## src/design/tcmc_ram.sv

```systemverilog
// Generic single-port-write, registered-read RAM.
module tcmc_ram #(
  parameter int unsigned Width = 8,
  parameter int unsigned Depth = 2,
  parameter int unsigned AddrW = (Depth > 1) ? $clog2(Depth) : 1
) (
  input  logic             clk_i,
  input  logic             we_i,
  input  logic [AddrW-1:0] waddr_i,
  input  logic [Width-1:0] wdata_i,
  input  logic [AddrW-1:0] raddr_i,
  output logic [Width-1:0] rdata_o
);

  logic [Width-1:0] mem_q [Depth];
  logic [Width-1:0] rdata_q;

  // Write and registered read
  always_ff @(posedge clk_i) begin
    if (we_i) begin
      mem_q[waddr_i] <= wdata_i;
    end
    rdata_q <= mem_q[raddr_i];
  end

  assign rdata_o = rdata_q;

endmodule

```

## config.mk

```make
export PLATFORM = sky130hd
export DESIGN_NAME = tcmc_ram
export DESIGN_NICKNAME = d
export VERILOG_FILES = /design/src/design/tcmc_ram.sv
export SDC_FILE = /design/constraint.sdc
export NUM_CORES = 1
export LEC_CHECK = 0
export ABC_AREA = 1
export BUFFER_PORTS_ARGS = -buffer_cell sky130_fd_sc_hd__buf_2
export CAP_MARGIN = 20
export CORE_UTILIZATION = 52
export CTS_CLUSTER_DIAMETER = 100
export DETAILED_ROUTE_END_ITERATION = 12
export GPL_ROUTABILITY_DRIVEN = 0
export PLACE_DENSITY = 0.79
export SYNTH_ARGS = -nofsm -noshare
export SYNTH_HDL_FRONTEND = slang
export SYNTH_SLANG_ARGS = --single-unit
```

## constraint.sdc

```tcl
create_clock -name clk_i -period 1.9 [get_ports clk_i]
set_input_delay 0.38 -clock clk_i [delete_from_list [all_inputs] [get_ports clk_i]]
set_output_delay 0.38 -clock clk_i [all_outputs]
set_load 0.05 [all_outputs]
```

== Word-level counts from Yosys, hierarchy flattened ==
Memories as Yosys holds them, arrays and structs flattened. A register that Yosys moved wholly into a read port is not among the register bits.
Index checks and enable logic that the tools add are counted.

* Multiplexer cells: 2

{| class="wikitable"
|+ Operators by type and width
! kind !! number
|-
| $mux 1 || 2
|}

* Bits in writable memories: 16
* Memories: 1
* Input bits: 12
* Word-level logic and storage cells: 3
* Flip-flop bits (word level): 0

{| class="wikitable"
|+ Memory list
! name !! depth !! bits a word !! rd ports !! clocked after memory_dff !! write ports !! RTL line !! text
|-
| mem_q || 2 || 8 || 1 || 1 || 1 || 15 || <nowiki>logic [Width-1:0] mem_q [Depth];</nowiki>
|}

== Logic depth before layout (Yosys ltp) ==
* Word-level depth: 2
* Mapped depth: 4

== Least setup slack after synthesis ==
No wires, ideal clock.

* Kind: input to register
* Start: input port we_i
* End: memory mem_q[0][0] (enable)
* Setup slack: 760 ps
* Required time: 1529 ps
* Library setup time: 371 ps
* Buffers on the path: 0
* Stages on the path: 2
* Data arrival time: 769 ps
* Cell sequence: inv_1 > nor2_1

* Cells in the longest elaborated chain, start to end: 2

{| class="wikitable"
|+ Ends and longest elaborated chain
! what !! RTL line !! text
|-
| start, declared || 8 || <nowiki>input logic we_i,</nowiki>
|-
| $mux 1 || 20 || <nowiki>if (we_i) begin</nowiki>
|-
| $mux 1 (implied by the code) || 21 || <nowiki>mem_q[waddr_i] <= wdata_i;</nowiki>
|-
| end, declared || 15 ||
|}

Every way passes these cells.

== Worst setup path in the final report ==
* Start: register rdata_q[2], in the netlist rdata_o[2], read port of mem_q
* End: output port rdata_o[2]

{| class="wikitable"
|+ RTL lines
! what !! RTL line !! text
|-
| start, declared || 16 || <nowiki>logic [Width-1:0] rdata_q;</nowiki>
|-
| end, declared || 12 || <nowiki>output logic [Width-1:0] rdata_o</nowiki>
|}

No word-level cell between the ends.

==> flow_summary_export.csv <==
group,metric,value,unit
run_status,status,"complete, no violations",
synthesis,yosysSeqAreaShare,0.842,
place,io_buffers,19,
synthesis,synth_top_family_by_area,"simple AND/OR/NAND/NOR gates",
power_and_ir_drop,leakagePower,0.406,nW
setup_path,slowest_stage,"dfxtp_1",
sta,maxSlewViolCount,0,
synthesis,syn-num-nets,66,
route,drt_iter0_markers,10,
power_and_ir_drop,p_per_area,1030,nW/um^2
clock_tree,h-tree-depth,1,
die,rows,13,
setup_path,cp.buffers_inverters,1,
sta,rsz0062_at_grt,"no",
clock_tree,cts_sinks,24,
clock_tree,post_cts_buffers,0,
route,firstDrtPassIters,4,
clock_tree,cts_hold_buffers,0,
synthesis,synth_adder_area_share,0,
synthesis,yosys.area_share.xor_xnor,0,
sta,min_period,1.27,ns
clock_tree,cts_buffers,3,
die,die_area,1620,um^2
synthesis,synthSimpleGateAreaFrac,0.128,
flow_run,maxCapViolCount,0,
place,dp_hpwl,641,um
final_layout,drive_gt1_frac,0.312,
sta,final-hold-violation-count,0,
place,dp_worst_setup_slack,0.811,ns
setup_path,critPathMaxStageDelay,0.33,ns
sta,tightest_slew,0.294,ns
synthesis,synthMuxAreaShare,0,
final_layout,nets,90,
clock_tree,cts-root-buf,"clkbuf_4",
final_layout,n_fill_cell,99,
synthesis,synth_compound_area_frac,0,
route,via_per_inst,4.66,
synthesis,netlist_area,761,um^2
global_route,grt_max_degree,14,
route,ant_nets,0,
synthesis,synth_area_per_cell,14.1,um^2
sta,timing.final.crit_share,0.668,
route,drt-wirelength-per-cell,10.1,um
clock_tree,clk_pin_slew,0.11,ns
setup_path,critPathLaunchType,"register",
setup_path,worstSetupEndpointType,"primary output",
global_route,grt_overflow_total,0,
clock_tree,cts_tree,"yes",
sta,finalSetupViolCount,0,
die,core-area,1330,um^2
global_route,grt_pass1_vias,331,
synthesis,synth.yosys.warnings,0,
power_and_ir_drop,fin_total_pwr,0.000926,W
global_route,grt_pass1_wl,1320,um
synthesis,synth-seq-cells,24,
sta,relSlewSlack,0.804,
hold_path,worstHoldPathType,"input port to register",
clock_tree,clkLatencyLatePin,0.30,ns
clock_tree,cts_buffer_depth,2,
sta,fin_tns_setup,0,ns
route,dr_total_vias,429,
power_and_ir_drop,ir_worst_vdd,0.635,mV
route,wl,931,um
final_layout,area_delta_synth_final,17.9,%
clock_tree,ctsResizeCount,0,
die,die_w,40.3,um
synthesis,syn_inst,54,
sta,worst_slack,0.631,ns
sta,max_freq,788,MHz
setup_path,crit_type,"register to primary output",
setup_path,critPathMaxFanout,1,
synthesis,yosysUniqueCellTypes,7,
global_route,antenna_found_initial,0,
setup_path,worstPathRequired,1.52,ns
die,start_util,0.570,
route,drc,0,
setup_path,crit_chain,"buf_2",
setup_path,crit_family,"flip-flops",
global_route,grt.total_usage,0.146,
final_layout,num_antenna_cells,0,
setup_path,cp_data_arrival_time,0.89,ns
sta,fin_skew,0.00396,ns
die,die_h,40.3,um
die,pin_count,20,
[flip-flops by register name, summed over array words and instances, names as in the netlist]
| name | count |
|---|---|
| rdata_o | 8 |
| mem_q | 16 |
[worst paths after layout]
kind	from	endpoint	slack (ns)	cells after the start
setup / recovery	rdata_o[2]	rdata_o[2]	0.63	1
hold / removal	wdata_i[6]	mem_q[1][6]	0.26	1
setup reg to reg	mem_q[1][5]	rdata_o[5]	1.28	2
hold reg to reg	mem_q[0][7]	rdata_o[7]	0.44	2
[cell type report]
cell class | instances | area [um^2] | area share
Timing Repair Buffer | 20 | 103 | 0.114
Tap cell | 15 | 18.8 | 0.0209
Multi-Input combinational cell | 26 | 97.6 | 0.109
Inverter | 3 | 11.3 | 0.0126
Clock buffer | 4 | 26.3 | 0.0293
Sequential cell | 24 | 641 | 0.714
[where the power goes]
part           switching (W)  internal, W
Sequential        0.00000814     0.000597
Clock               0.000129    0.0000817
Combinational      0.0000832    0.0000270
[layer usage]
metal  GRT usage  wire length, um  share of wire
met5           0                0              0
met4       0.150               14          0.015
met3      0.0500               42          0.045
met2       0.238              505           0.54
met1       0.137              370           0.40
[cell usage after synthesis, drive strengths merged]
cell type / count / area [um^2]
nor2: 1 / 3.75
buf: 1 / 11.3
nand2: 25 / 93.8
inv: 3 / 11.3
edfxtp: 16 / 480
dfxtp: 8 / 160
[cell usage in the layout (no fill, tap or decap)]
cell and n:
clkbuf_1 1, buf_4 1, dfxtp_1 8, edfxtp_1 16, nor2_1 1, clkbuf_4 3
nand2_1 25, inv_1 2, inv_2 1, buf_2 19
[through the flow]
stage | instance area [um^2] | cells | utilization | hold WS [ns]
4_1_cts | 897 | 92 | 0.673 | 0.250
6_report | 897 | 92 | 0.673 | 0.263
3_3_place_gp | 871 | 88 | 0.653 | 0.415
3_5_place_dp | 871 | 88 | 0.653 | 0.420
2_1_floorplan | 761 | 54 | - | 0.412
5_1_grt | 897 | 92 | 0.673 | 0.240
[cell families (layout without fill, tap and decap cells)]
kind of cell	Yosys count	count (layout)
buffers and inverters	4	27
flip-flops	24	24
AND/OR/NAND/NOR	26	26
Power figures use the tool's default switching activity.
