### src/design/tcmc_div.sv
// Restoring divider, one quotient bit per cycle, low 64 quotient bits kept.
module tcmc_div #(
  parameter int unsigned NumW = 96
) (
  input  logic            clk_i,
  input  logic            rst_ni,
  input  logic            start_i,
  input  logic [NumW-1:0] num_i,
  input  logic [63:0]     den_i,
  output logic            done_o,
  output logic [63:0]     quot_o
);

  localparam int unsigned CntW = $clog2(NumW + 1);

  logic [NumW-1:0] num_q, num_d;
  logic [63:0]     den_q, den_d;
  logic [63:0]     rem_q, rem_d;
  logic [63:0]     quot_q, quot_d;
  logic [CntW-1:0] cnt_q, cnt_d;
  logic            busy_q, busy_d;
  logic            done_q, done_d;
  logic [64:0]     rem_s;
  logic            ge;

  // One shift-compare-subtract step
  always_comb begin
    rem_s  = {rem_q, num_q[NumW-1]};
    ge     = rem_s >= {1'b0, den_q};
    num_d  = num_q;
    den_d  = den_q;
    rem_d  = rem_q;
    quot_d = quot_q;
    cnt_d  = cnt_q;
    busy_d = busy_q;
    done_d = 1'b0;
    if (start_i) begin
      num_d  = num_i;
      den_d  = den_i;
      rem_d  = '0;
      quot_d = '0;
      cnt_d  = CntW'(NumW);
      busy_d = 1'b1;
    end else if (busy_q) begin
      num_d  = {num_q[NumW-2:0], 1'b0};
      rem_d  = ge ? 64'(rem_s - {1'b0, den_q}) : rem_s[63:0];
      quot_d = {quot_q[62:0], ge};
      cnt_d  = cnt_q - 1'b1;
      if (cnt_q == CntW'(1)) begin
        busy_d = 1'b0;
        done_d = 1'b1;
      end
    end
  end

  always_ff @(posedge clk_i or negedge rst_ni) begin
    if (!rst_ni) begin
      busy_q <= 1'b0;
      done_q <= 1'b0;
      cnt_q  <= '0;
    end else begin
      busy_q <= busy_d;
      done_q <= done_d;
      cnt_q  <= cnt_d;
    end
  end

  always_ff @(posedge clk_i) begin
    num_q  <= num_d;
    den_q  <= den_d;
    rem_q  <= rem_d;
    quot_q <= quot_d;
  end

  assign done_o = done_q;
  assign quot_o = quot_q;

endmodule

### config.mk
export PLATFORM = sky130hd
export DESIGN_NAME = tcmc_div
export DESIGN_NICKNAME = d
export VERILOG_FILES = /design/src/design/tcmc_div.sv
export SDC_FILE = /design/constraint.sdc
export NUM_CORES = 1
export LEC_CHECK = 0
export BUFFER_PORTS_ARGS = -buffer_cell sky130_fd_sc_hd__buf_2
export CORE_MARGIN = 5
export CORE_UTILIZATION = 50
export DETAILED_ROUTE_END_ITERATION = 10
export PLACE_DENSITY = 0.74
export SLEW_MARGIN = 40
export SYNTH_ARGS = -nofsm -noshare
export SYNTH_HDL_FRONTEND = slang
export SYNTH_SLANG_ARGS = --single-unit
### constraint.sdc
create_clock -name clk_i -period 2.94 [get_ports clk_i]
set_clock_uncertainty 0.15 [all_clocks]
set_input_delay 0.147 -clock clk_i [delete_from_list [all_inputs] [get_ports clk_i]]
set_output_delay 0.147 -clock clk_i [all_outputs]
set_load 0.01 [all_outputs]
# Yosys cells after proc, flatten, opt, wreduce, memory -nomap -nowiden
# Index checks and enable logic that the tools add are counted.
word_totals:
  output_inout_bits: 65
  input_bits: 163
  word_cells: 23
  latchBits: 0
  mem_bits_rw: 0
  mem_count: 0
  register_bits: 297
  rom_bits: 0
classes:
  order_cmp: 1
  shift: 0
  n_reduce_logical: 1
  addsub: 2
  eq_ne: 1
  n_div: 0
  mul: 0
  bitwise_logic: 0
  mux: 11
ops:
  columns: ["cell", "n"]
  rows:
  - ["2-to-1 mux 96 bit", 2]
  - ["greater-or-equal comparator 65 x 64 -> 1 bit", 1]
  - ["2-to-1 mux 64 bit", 1]
  - ["subtractor 64 bit", 1]
  - ["2-to-1 mux 7 bit", 2]
  - ["== test 7 x 1 -> 1 bit (second input constant)", 1]
  - ["subtractor 7 x 1 -> 7 bit (second input constant)", 1]
  - ["2-to-1 mux 1 bit", 6]
  - ["nonzero test 2 bit", 1]

# Depth between registers and ports, before layout
depth:
  ltp_word: 4
  ltp_mapped: 15
  depth_no_buf: 13

# Worst setup path after synthesis
# Ideal clock, no wire load.
synth_timing:
  path_kind: "reg-to-reg"
  startpoint: "register num_q[95]"
  endpoint: "register rem_q[52]"
  setup_ps: 81
  path_stages_with_launch: 14
  period_less_slack_ps: 3104
  t_required_ps: 2709
  arrival_time_ps: 2873
  slack_ps: -164
  path_buffers: 0
  path_cell_list: "edfxtp_1 inv_1 ha_1 fa_1 nor2b_1 o211ai_1 a31oi_2 a211oi_1 o21ai_2 a21oi_2 o311ai_2 a21oi_1 or3_1 a41oi_1"
synth_via:
  elab_chain_cells: 2
  elab_cells_between_ends: 3
  cone_classes: "add/sub (1); order compare (1); mux (1)"
synth_rtl:
  columns: ["item", "line_no", "text"]
  rows:
  - ["from (decl)", "16", "logic [NumW-1:0] num_q, num_d;"]
  - ["from (signal assigned)", "69", "num_q <= num_d;"]
  - ["subtractor 64 bit or greater-or-equal comparator 65 x 64 -> 1 bit (tied branches)", "46, 29", null]
  - ["2-to-1 mux 64 bit *", "46", "rem_d = ge ? 64'(rem_s - {1'b0, den_q}) : rem_s[63:0];"]
  - ["to (signal assigned)", "71", "rem_q <= rem_d;"]
  - ["to (decl)", "18", "logic [63:0] rem_q, rem_d;"]
# Every way passes the cells marked *; elsewhere a longest branch is shown, timed or not.
# A chain may end at the register's enable or synchronous reset.

# Worst setup path in the final report
layout_timing:
  startpoint: "register den_q[0]"
  endpoint: "register rem_q[60]"
layout_via:
  elab_chain_cells: 2
  elab_cells_between_ends: 3
  cone_classes: "add/sub (1); order compare (1); mux (1)"
layout_rtl:
  columns: ["item", "line_no", "text"]
  rows:
  - ["from (decl)", "17", "logic [63:0] den_q, den_d;"]
  - ["from (signal assigned)", "70", "den_q <= den_d;"]
  - ["subtractor 64 bit or greater-or-equal comparator 65 x 64 -> 1 bit (tied branches)", "46, 29", null]
  - ["2-to-1 mux 64 bit *", "46", null]
# Marked as above.

==> flow_summary.toml <==
[synthesis]
ys_ff_latch = 297
synth_ff_type = "edfxtp_1"
yosys.area.top_type = "edfxtp_1"
synthCells = 1522
synth_nets = 1752
ys.warnings.count = 0
synth_area_leaders = "edfxtp_1 31%, dfxtp_1 16%, mux2_2 6.9%, ha_1 5.3%, mux2i_1 4.9%"
synth-edff-count = 160
yosys.cell_types.count = 73
synth_top_area_share = 0.308
synth.avg_cell_area_sq_um = 10.2
yosysSeqAreaShare = 0.487
syn-cell-area_sq_mm = 0.0156
synthArstFlopShare = 0.0303

[power_and_ir_drop]
finalPower_mw = 19.7
power_leakage_nw = 10.6
max-vdd-ir-drop_v = 0.000527
pwr_density_cell_mw_per_mm2 = 852

[route]
ant_nets = 0
viasPerCell = 5.68
wire_per_inst_microns = 19.2
first_pass_iters = 8
drtIter0Drc = 996
wl_microns = 49000
vias = 14500
drc_errors = 0

[sta]
setup_violations = 65
report.final.slew_viol_count = 0
tightest_slew_ns = 0.789
period_minus_slack_ns = 3.26
slew_headroom = 0.474
hold_violations = 0
max_freq_mhz = 306
whs_ns = 0.119
timing.final.crit_share = 1.11
fin_ws_ns = -0.323
rsz0062_at_grt = "yes"

[worst_setup_path]
end_kind = "flop"
setup.worst_path.start_class = "flop"
arrival_ns = 3.60
cp.required_ns = 3.28
path_max_fanout = 4
crit_type = "flop to flop"

[clocking]
clock_path_buffers = 3
cts_buffers = 31
clkSlewWorstSetupHoldPaths_ns = 0.07
clock-root-buffer = "clkbuf_16"
cts_tree = "yes"
clk_latency_ns = 0.59
cts-htree-levels = 1
cts_sinks = 297

[run_status]
outcome = "finished, violations left"
violations = "setup timing"

[floorplanning]
pin_count = 228
die_w_microns = 187
start_util = 0.508
chipHeight_microns = 187
die-area_sq_mm = 0.0348
core_area_sq_mm = 0.0307
core.rowCount = 64

[final_layout]
final_cell_mix = "226 x buf_2, 217 x buf_4, 171 x nor2_1"
final_cell_area_sq_mm = 0.0231
multi_input_area_sq_mm = 0.00847
layout-drive-gt1-share = 0.392
fillerInstances = 1891
areaGrowthSynthToFinish_pct = 48.4
stdcell_count = 2546
nets = 2352
final_common_cell = "buf_2"
seq_area_sq_mm = 0.00760

[placed_design]
place_area_sq_mm = 0.0186
dpl.hpwl_microns = 29500
pre_cts_ws_ns = -0.398
dp_cells = 2276
portBuffers = 227
gp_congestion = 0.932

[global_route]
grt_pass1_wl_microns = 75200
track_usage = 0.257
grt_pass1_vias = 14600
grt_max_degree = 90
gr-total-overflow = 0
antenna_found_initial = 3

[flow_run]
max_cap_viol_count = 0

[hold_path]
hold_class = "input port to flop"
Yosys cell counts (4+ instances only):
cell type,count
o21bai_1,14
inv_1,88
o211ai_1,7
nand2_1,104
nor4_1,8
edfxtp_1,160
nand3_1,12
dfxtp_1,128
nor3_1,21
nand4_1,26
and2_1,6
a221oi_1,4
nand2b_1,10
buf_1,7
nor2b_1,9
o21a_1,13
buf_4,4
o21ai_0,48
or3_1,6
and3_1,9
buf_2,13
o21ai_1,7
clkbuf_1,59
dfrtp_1,9
nor3_2,4
a41oi_1,4
a211oi_1,41
mux2i_1,77
nor2_1,192
a21boi_0,4
a21o_1,33
mux2_2,95
xnor2_1,29
ha_1,66
xor2_1,22
a31oi_1,6
a21oi_1,108
a311oi_1,18
worst paths after layout:
| kind | startpoint | endpoint | slack [ns] | cells past startpoint |
|---|---|---|---|---|
| max | den_q[0]$_DFFE_PP_ | rem_q[60]$_SDFFE_PP0P_ | -0.32 | 14 |
| min | den_i[36] | den_q[36]$_DFFE_PP_ | 0.12 | 2 |
| max reg2reg | den_q[0]$_DFFE_PP_ | rem_q[60]$_SDFFE_PP0P_ | -0.32 | 14 |
| min reg2reg | rem_q[25]$_SDFFE_PP0P_ | rem_q[25]$_SDFFE_PP0P_ | 0.35 | 2 |
| max in group asynchronous | rst_ni | busy_q$_DFF_PN0_ | 1.91 | 3 |
| min in group asynchronous | rst_ni | done_o$_DFF_PN0_ | 0.40 | 3 |
state kept, by name (all words and copies together), names as in the netlist:
register	flops
cnt_q	7
quot_o	64
rem_q	64
done_o	1
num_q	96
den_q	64
busy_q	1
cell families (layout without fill, tap and decap cells):
kind of cell / Yosys count / in the layout / share of synthesized area
and+or+nand+nor: 422 / 422 / 0.122
AOI/OAI and AO/OA: 337 / 337 / 0.143
DFF: 297 / 297 / 0.487
buffers and inverters: 176 / 801 / 0.0466
muxes: 172 / 172 / 0.118
adders and majority gates: 67 / 67 / 0.0542
xor gates and xnor gates: 51 / 51 / 0.0286
other: 0 / 3 / 0
critical path, cell delays in order, from the launching register on:
cell	delay [ns]
edfxtp_1	0.39
ha_2	0.21
fa_2	0.35
nor2b_2	0.15
o211ai_1	0.09
buf_4	0.16
a31oi_4	0.22
a211oi_2	0.13
o21ai_2	0.25
a21oi_4	0.13
o311ai_4	0.29
buf_6	0.16
a21oi_2	0.05
mux2i_1	0.13
a311oi_1	0.29
per-layer routing:
layer  wire, microns  global-route usage  part of all wire  vias up
li1                -                   -                 -     6694
met3            3370              0.0525             0.069      179
met5               0                   0                 0        -
met4            2000              0.0900             0.041        0
met1           19100               0.316              0.39     6892
met2           24500               0.449              0.50      691
power breakdown:
| part | total [mW] | leakage (nW) | switching [mW] | internal (mW) |
|---|---|---|---|---|
| Combinational | 10.4 | 7.28 | 5.17 | 5.21 |
| Sequential | 5.48 | 2.79 | 0.448 | 5.03 |
| Clock | 3.85 | 0.495 | 1.70 | 2.16 |
| Total | 19.7 | 10.6 | 7.31 | 12.4 |
through the flow:
step | setup TNS (ns) | utilization
4_1_cts | -7.14 | 0.732
3_5_place_dp | -10.70 | 0.607
3_3_place_gp | -6.81 | 0.607
5_1_grt | -21.40 | 0.754
6_report | -10.33 | 0.754
2_1_floorplan | -0.0621 | -
cell type report:
type | instances | share of cell area
Clock inverter | 11 | 0.00324
Clock buffer | 47 | 0.0396
Inverter | 88 | 0.0143
Multi-Input combinational cell | 1049 | 0.366
Antenna cell | 3 | 0.000324
Timing Repair Buffer | 655 | 0.227
Tap cell | 396 | 0.0214
Sequential cell | 297 | 0.328
repair_timing:
item                                    in CTS  in global routing
buffers inserted                            27                 14
endpoints found under the hold margin      204                  0
resized for setup                          172                131
hold buffers                               163                  0
endpoints found under the setup margin      64                 65
pin swaps                                   82                 62
gates cloned                                 9                  2
Note: power is estimated with default switching activity, not from simulation.
