==> src/design/tcmc_mul.sv <==
// 64x64 multiplier built from four 32x32 partial products.
module tcmc_mul (
  input  logic          clk_i,
  input  logic          rst_ni,
  input  logic          start_i,
  input  logic [63:0]   a_i,
  input  logic [63:0]   b_i,
  output logic          done_o,
  output logic [127:0]  prod_o
);

  logic [63:0]  a_q, b_q;
  logic [2:0]   step_q;
  logic         busy_q, ppv_q, done_q;
  logic [63:0]  pp_q;
  logic [1:0]   sh_q;
  logic [127:0] acc_q;
  logic [31:0]  ah, bh;
  logic [127:0] pp_shift;

  // Pick the halves for this step
  assign ah = step_q[0] ? a_q[63:32] : a_q[31:0];
  assign bh = step_q[1] ? b_q[63:32] : b_q[31:0];

  // Align the registered partial product
  always_comb begin
    case (sh_q)
      2'd0:    pp_shift = {64'd0, pp_q};
      2'd1:    pp_shift = {32'd0, pp_q, 32'd0};
      default: pp_shift = {pp_q, 64'd0};
    endcase
  end

  always_ff @(posedge clk_i or negedge rst_ni) begin
    if (!rst_ni) begin
      busy_q <= 1'b0;
      ppv_q  <= 1'b0;
      done_q <= 1'b0;
      step_q <= '0;
    end else begin
      done_q <= 1'b0;
      if (start_i) begin
        busy_q <= 1'b1;
        ppv_q  <= 1'b0;
        step_q <= '0;
      end else if (busy_q) begin
        ppv_q  <= !step_q[2];
        step_q <= step_q + 1'b1;
        if (step_q[2]) begin
          busy_q <= 1'b0;
          done_q <= 1'b1;
        end
      end
    end
  end

  // Multiply one pair of halves, accumulate the previous one
  always_ff @(posedge clk_i) begin
    if (start_i) begin
      a_q   <= a_i;
      b_q   <= b_i;
      acc_q <= '0;
    end else if (busy_q) begin
      pp_q <= ah * bh;
      sh_q <= 2'({1'b0, step_q[0]} + {1'b0, step_q[1]});
      if (ppv_q) begin
        acc_q <= acc_q + pp_shift;
      end
    end
  end

  assign done_o = done_q;
  assign prod_o = acc_q;

endmodule

==> config.mk <==
export PLATFORM = sky130hd
export DESIGN_NAME = tcmc_mul
export DESIGN_NICKNAME = d
export VERILOG_FILES = /design/src/design/tcmc_mul.sv
export SDC_FILE = /design/constraint.sdc
export NUM_CORES = 2
export LEC_CHECK = 0
export BUFFER_PORTS_ARGS = -buffer_cell sky130_fd_sc_hd__buf_2
export CAP_MARGIN = 0
export CORE_UTILIZATION = 55
export CTS_CLUSTER_DIAMETER = 120
export DETAILED_ROUTE_END_ITERATION = 10
export PLACE_DENSITY_LB_ADDON = 0.1
export SYNTH_ARGS = -nofsm -noshare
export SYNTH_HDL_FRONTEND = slang
export SYNTH_SLANG_ARGS = --single-unit
==> constraint.sdc <==
create_clock -name clk_i -period 22.1 [get_ports clk_i]
set_clock_uncertainty 0.1 [all_clocks]
set_input_delay 4.42 -clock clk_i [delete_from_list [all_inputs] [get_ports clk_i]]
set_output_delay 4.42 -clock clk_i [all_outputs]
set_load 0.02 [all_outputs]
== Word level (Yosys, flattened, before mapping) ==
Index checks and enable logic that the tools add are counted.

* Register bits: 328
* Input port bits: 131
* Word-level logic and storage cells: 33
* Output and inout bits: 129

* Equal/unequal tests: 1
* Bitwise operators: 1
* Multipliers: 1
* Multiplexer cells: 13
* Reductions and logical operators: 5
* Add/sub/neg operators: 3

{| class="wikitable"
|+ Operator list
! kind !! number
|-
| $pmux 128 s2 || 1
|-
| $add 128x128->128 || 1
|-
| $mul 32x32->64 || 1
|-
| $mux 32 || 2
|-
| $mux 1 || 8
|-
| $mux 3 || 2
|-
| $reduce_and 2->1 || 2
|-
| $add 3x1->3 const B || 1
|-
| $add 1x1->2 || 1
|-
| $eq 2x1->1 const B || 1
|-
| $logic_not 2->1 || 1
|-
| $reduce_bool 2->1 || 1
|-
| $logic_not 1->1 || 1
|-
| $not 1->1 || 1
|}

== Longest topological paths before layout ==
* Word-level depth: 3
* Depth in mapped cells: 32
* Gate-level depth less buffers: 29

== Least setup slack after synthesis ==
Ideal clock, no wire load.

* Kind: reg2reg
* Start point: reg step_q[1]
* End point: reg pp_q[63], data pin
* Required time: 21.727 ns
* Library setup time: 0.273 ns
* Setup slack: 13.379 ns
* Clock period less this slack: 8.721 ns
* Cell stages (with the launch flop): 31
* Arrival: 8.348 ns
* Path buffers: 4
* Cell sequence: dfrtp_1 -> clkbuf_1 -> clkbuf_1 -> mux2i_1 -> clkbuf_1 -> nor2_1 -> fa_1 -> inv_1 -> fa_1 -> fa_1 -> fa_1 -> inv_1 -> fa_1 -> inv_1 -> fa_1 -> inv_1 -> fa_1 -> inv_1 -> fa_1 -> inv_1 -> ha_1 -> clkbuf_1 -> nand2_1 -> nor3_1 -> a21oi_2 -> o31ai_4 -> a31oi_2 -> o221a_2 -> o31a_1 -> o21ai_1 -> a211oi_2

* Cells in the longest elaborated chain, start to end: 2

{| class="wikitable"
|+ Ends and longest elaborated chain
! what !! RTL line !! text
|-
| start, declared || 13 || <nowiki>logic [2:0] step_q;</nowiki>
|-
| start signal, assigned || 48 || <nowiki>step_q <= step_q + 1'b1;</nowiki>
|-
| $mux 32 || 23 || <nowiki>assign bh = step_q[1] ? b_q[63:32] : b_q[31:0];</nowiki>
|-
| $mul 32x32->64 || 64 || <nowiki>pp_q <= ah * bh;</nowiki>
|-
| end signal, assigned || 64 ||
|-
| end, declared || 15 || <nowiki>logic [63:0] pp_q;</nowiki>
|}

No other way between the ends.
A chain may end at the register's enable or synchronous reset.

== Worst setup path in the final report ==
* Start point: reg step_q[1]
* End point: reg pp_q[62], data pin

Same word-level chain as after synthesis.

==> summary.log <==
INFO  status         status=finished, final reports clean
INFO  critical_path  endpoint_kind=flop
INFO  synthesis      synth_area=0.0533mm²
INFO  grt            grt_pass1_vias=45100
INFO  clocking       postCtsSetupBuffers=0
INFO  run            max_cap_check_violation_count=0
INFO  synthesis      synth_top_cell_by_area=fa_1
INFO  clocking       post_cts_hold_fix_bufs=0
INFO  synthesis      synth_flop_cell=edfxtp_1
INFO  die            die_area=0.0982mm²
INFO  timing         crit_share_post_route=0.436
INFO  critical_path  worst_setup_path_start_kind=flop
INFO  grt            grt_pass1_wl=282000µm
INFO  placed_design  numPortBuffers=259
INFO  final_layout   multi_input_logic_area=0.0402mm²
INFO  synthesis      number_of_synthesized_register_bits=328
INFO  grt            gr-usage-all-layers=0.388
INFO  timing         period_minus_slack=9.64ns
INFO  final_layout   register_area=0.00855mm²
INFO  synthesis      post-synth-top-count-cell=inv_1
INFO  final_layout   post_route_cells_drive_above_1_share=0.0911
INFO  critical_path  worst-path-max-fanout=42
INFO  synthesis      area_fraction_in_compound_gates_after_synthesis=0.106
INFO  synthesis      synthesis.instances=6098
INFO  die            die-height=313µm
INFO  timing         final-setup-viol-count=0
INFO  synthesis      synth_warnings=0
INFO  synthesis      synth_area_per_inst=8.74µm²
INFO  synthesis      synth-adder-area-share=0.429
INFO  clocking       numCtsBuffers=39
INFO  final_layout   nNetsFinal=7580
INFO  die            die_width=313µm
INFO  synthesis      ys_top_cells_by_count=940 x inv_1, 897 x fa_1, 875 x nand2_1
INFO  worst_hold_path hold_start=prod_o[113]$_SDFFE_PP0P_
INFO  timing         final.hold.worst_slack=0.365ns
INFO  placed_design  gp_congestion=0.988
INFO  critical_path  crit_arrival=9.91ns
INFO  clocking       cts_buffer_depth=3
INFO  clocking       cts_num_sinks=328
INFO  route          wirelength=188000µm
INFO  synthesis      synth_top_family_by_area=adder cells
INFO  clocking       clock-root-buffer=clkbuf_16
INFO  critical_path  regToRegEndpoint=pp_q[62]$_DFFE_PP_
INFO  final_layout   fillers=8559
INFO  route          via_count=44500
INFO  clocking       clock_pin_slew_on_the_worst_setup_and_hold_paths=0.06ns
INFO  route          drtAntennaViolNets=0
INFO  synthesis      synth_top_cells_by_area=fa_1 34%, edfxtp_1 11%, ha_1 9.2%, inv_1 6.6%, nand2_1 6.2%
INFO  timing         worst_case_headroom_to_the_max_slew_limit=0.251
INFO  timing         final-hold-violation-count=0
INFO  final_layout   finish.utilization=0.598
INFO  grt            grt.overflow.total=0
INFO  clocking       cts_tree=done
INFO  timing         rsz0062_at_grt=no
INFO  worst_hold_path kind_of_path_behind_the_tightest_hold_check=flop to flop
INFO  route          routed_via_density=5.96
INFO  die            start_util=0.559
INFO  synthesis      syn_nets=7517
INFO  route          drcViolationCount=0
INFO  die            core_region_area=0.0954mm²
INFO  critical_path  regToRegStartpoint=step_q[1]$_DFFE_PN0P_
INFO  timing         worstMarginPinSlew=1.10ns
INFO  synthesis      synth_sequential_area_ratio=0.160
INFO  worst_hold_path endpoint_worst_hold=prod_o[113]$_SDFFE_PP0P_
INFO  critical_path  worstRegToRegCells=26
INFO  route          wire_per_inst=25.3µm
INFO  synthesis      synth_xor_area_frac=0.0278
INFO  placed_design  dp_hpwl=147000µm
INFO  route          detail_route.first_pass.iterations=6
INFO  timing         max_freq=104MHz
INFO  route          drt-initial-drc-count=4182
INFO  critical_path  timing.critical_path.required=22.37ns
INFO  clocking       cts-htree-levels=2
INFO  synthesis      synth-async-reset-ratio=0.0183
INFO  synthesis      post-synth-top-area-fraction=0.337
INFO  synthesis      synth.mux.area_fraction=0.0325
INFO  final_layout   areaGrowthSynthToFinish=7.12%
INFO  die            number_of_rows_created_at_floorplan=113
INFO  grt            antenna_violations_before_repair=5
INFO  timing         maxSlewViolCount=0
INFO  synthesis      synth_simple_gate_area_frac=0.156
INFO  clocking       clk-insertion-delay-late=0.63ns
INFO  synthesis      synth-edff-count=194
INFO  critical_path  setup.worst_path.class=flop to flop
INFO  timing         setup-tns-final=0ns
INFO  grt            grt_start_max_net_pins=101
INFO  critical_path  r2r_setup_slack=12.46ns
INFO  clocking       post_cts_resized=0
INFO  worst_hold_path min_path_cells=2
INFO  die            top_level_i_o_count=260
INFO  synthesis      post_synth_num_cell_types=93
## sequential cells by signal, summed over array words and instances (netlist names), 2 cells and up
name / flops
step_q: 3
a_q: 64
b_q: 64
pp_q: 64
sh_q: 2
prod_o: 128
## worst max-delay path, cell delays in order, from the launching register on
cell      delay [ns]
dfrtp_4         0.68
buf_4           0.64
mux2i_2         0.88
nor2_1          0.14
fa_1            0.56
fa_1            0.45
fa_1            0.51
inv_1           0.05
fa_1            0.47
inv_1           0.05
fa_1            0.49
fa_1            0.48
fa_1            0.52
inv_1           0.05
fa_1            0.49
inv_1           0.07
ha_1            0.40
and3_1          0.22
o211ai_1        0.13
a211o_1         0.32
a2111o_1        0.47
nand2_1         0.14
nand4_1         0.20
a21o_1          0.25
a21oi_1         0.27
a41oi_1         0.19
xnor2_1         0.16
## metal layers
layer  up-vias  wire length, µm  GRT usage
li1      19600                -          -
met1     21900            74400      0.514
met2      2542            80500      0.586
met3       503            22800      0.119
met4         6            10600      0.178
met5         -               40          0
## how the worst max path moves through the flow
| stage | startpoint | endpoint | slack, ns | cells after the start |
|---|---|---|---|---|
| after floorplan | step_q[1]$_DFFE_PN0P_ | pp_q[63]$_DFFE_PP_ | 13.38 | 30 |
| after global placement | step_q[1]$_DFFE_PN0P_ | pp_q[50]$_DFFE_PP_ | 12.74 | 26 |
| after detailed placement | step_q[1]$_DFFE_PN0P_ | pp_q[63]$_DFFE_PP_ | 12.51 | 26 |
| after CTS | step_q[1]$_DFFE_PN0P_ | pp_q[63]$_DFFE_PP_ | 12.49 | 26 |
| after global routing | step_q[1]$_DFFE_PN0P_ | pp_q[50]$_DFFE_PP_ | 12.03 | 28 |
| final | step_q[1]$_DFFE_PN0P_ | pp_q[62]$_DFFE_PP_ | 12.46 | 26 |
## cell usage in the layout (no fill, tap or decap), types with 11 or more instances in the layout
master	n
o21ai_0	189
nand4_1	86
and2_1	72
buf_2	258
or3_1	21
nor4_1	14
and3_1	12
xnor2_1	101
a21o_1	89
o21ai_1	20
dfxtp_1	128
a31oi_1	28
clkbuf_16	39
o21a_1	19
mux2i_1	57
nor2_1	780
xor2_1	68
o211ai_1	20
a211oi_1	24
buf_4	77
nand2_1	874
o21bai_1	59
ha_1	391
mux2i_2	38
nor3_1	35
mux2_2	65
nand3_1	34
fa_1	897
nand2b_1	16
edfxtp_1	194
inv_1	940
a211o_1	11
a21oi_1	335
## cells by family (layout without fill, tap and decap cells)
group,count (synthesis),in the layout
AO/OA/AOI/OAI,901,901
AND/OR/NAND/NOR,1992,1992
buffers and inverters,1255,1349
flip-flops,328,328
other,0,3
multiplexers,165,165
XOR/XNOR,169,169
adder cells (fa/ha/maj),1288,1288
## metrics by stage
| stage | setup WS, ns | instances | cell area, µm² |
|---|---|---|---|
| finish | 12.46 | 7460 | 57100 |
| global route | 12.03 | 7457 | 57100 |
| CTS | 12.49 | 7457 | 57100 |
| detailed placement | 12.51 | 7385 | 55800 |
| global placement | 12.74 | 7385 | 55800 |
| floorplan | 13.38 | 6098 | 53300 |
## final cells by class
| cell class | instances | area share |
|---|---|---|
| clock inverter | 24 | 0.00447 |
| tap | 1265 | 0.0277 |
| sequential | 328 | 0.150 |
| multi-input combinational | 4515 | 0.705 |
| antenna | 3 | 0.000131 |
| inverter | 940 | 0.0618 |
| timing repair buffer | 337 | 0.0333 |
| clock buffer | 48 | 0.0182 |
Power is left out: the tool's default activity adds up to more than one toggle a clock period on the data nets, which glitch-free logic cannot reach.
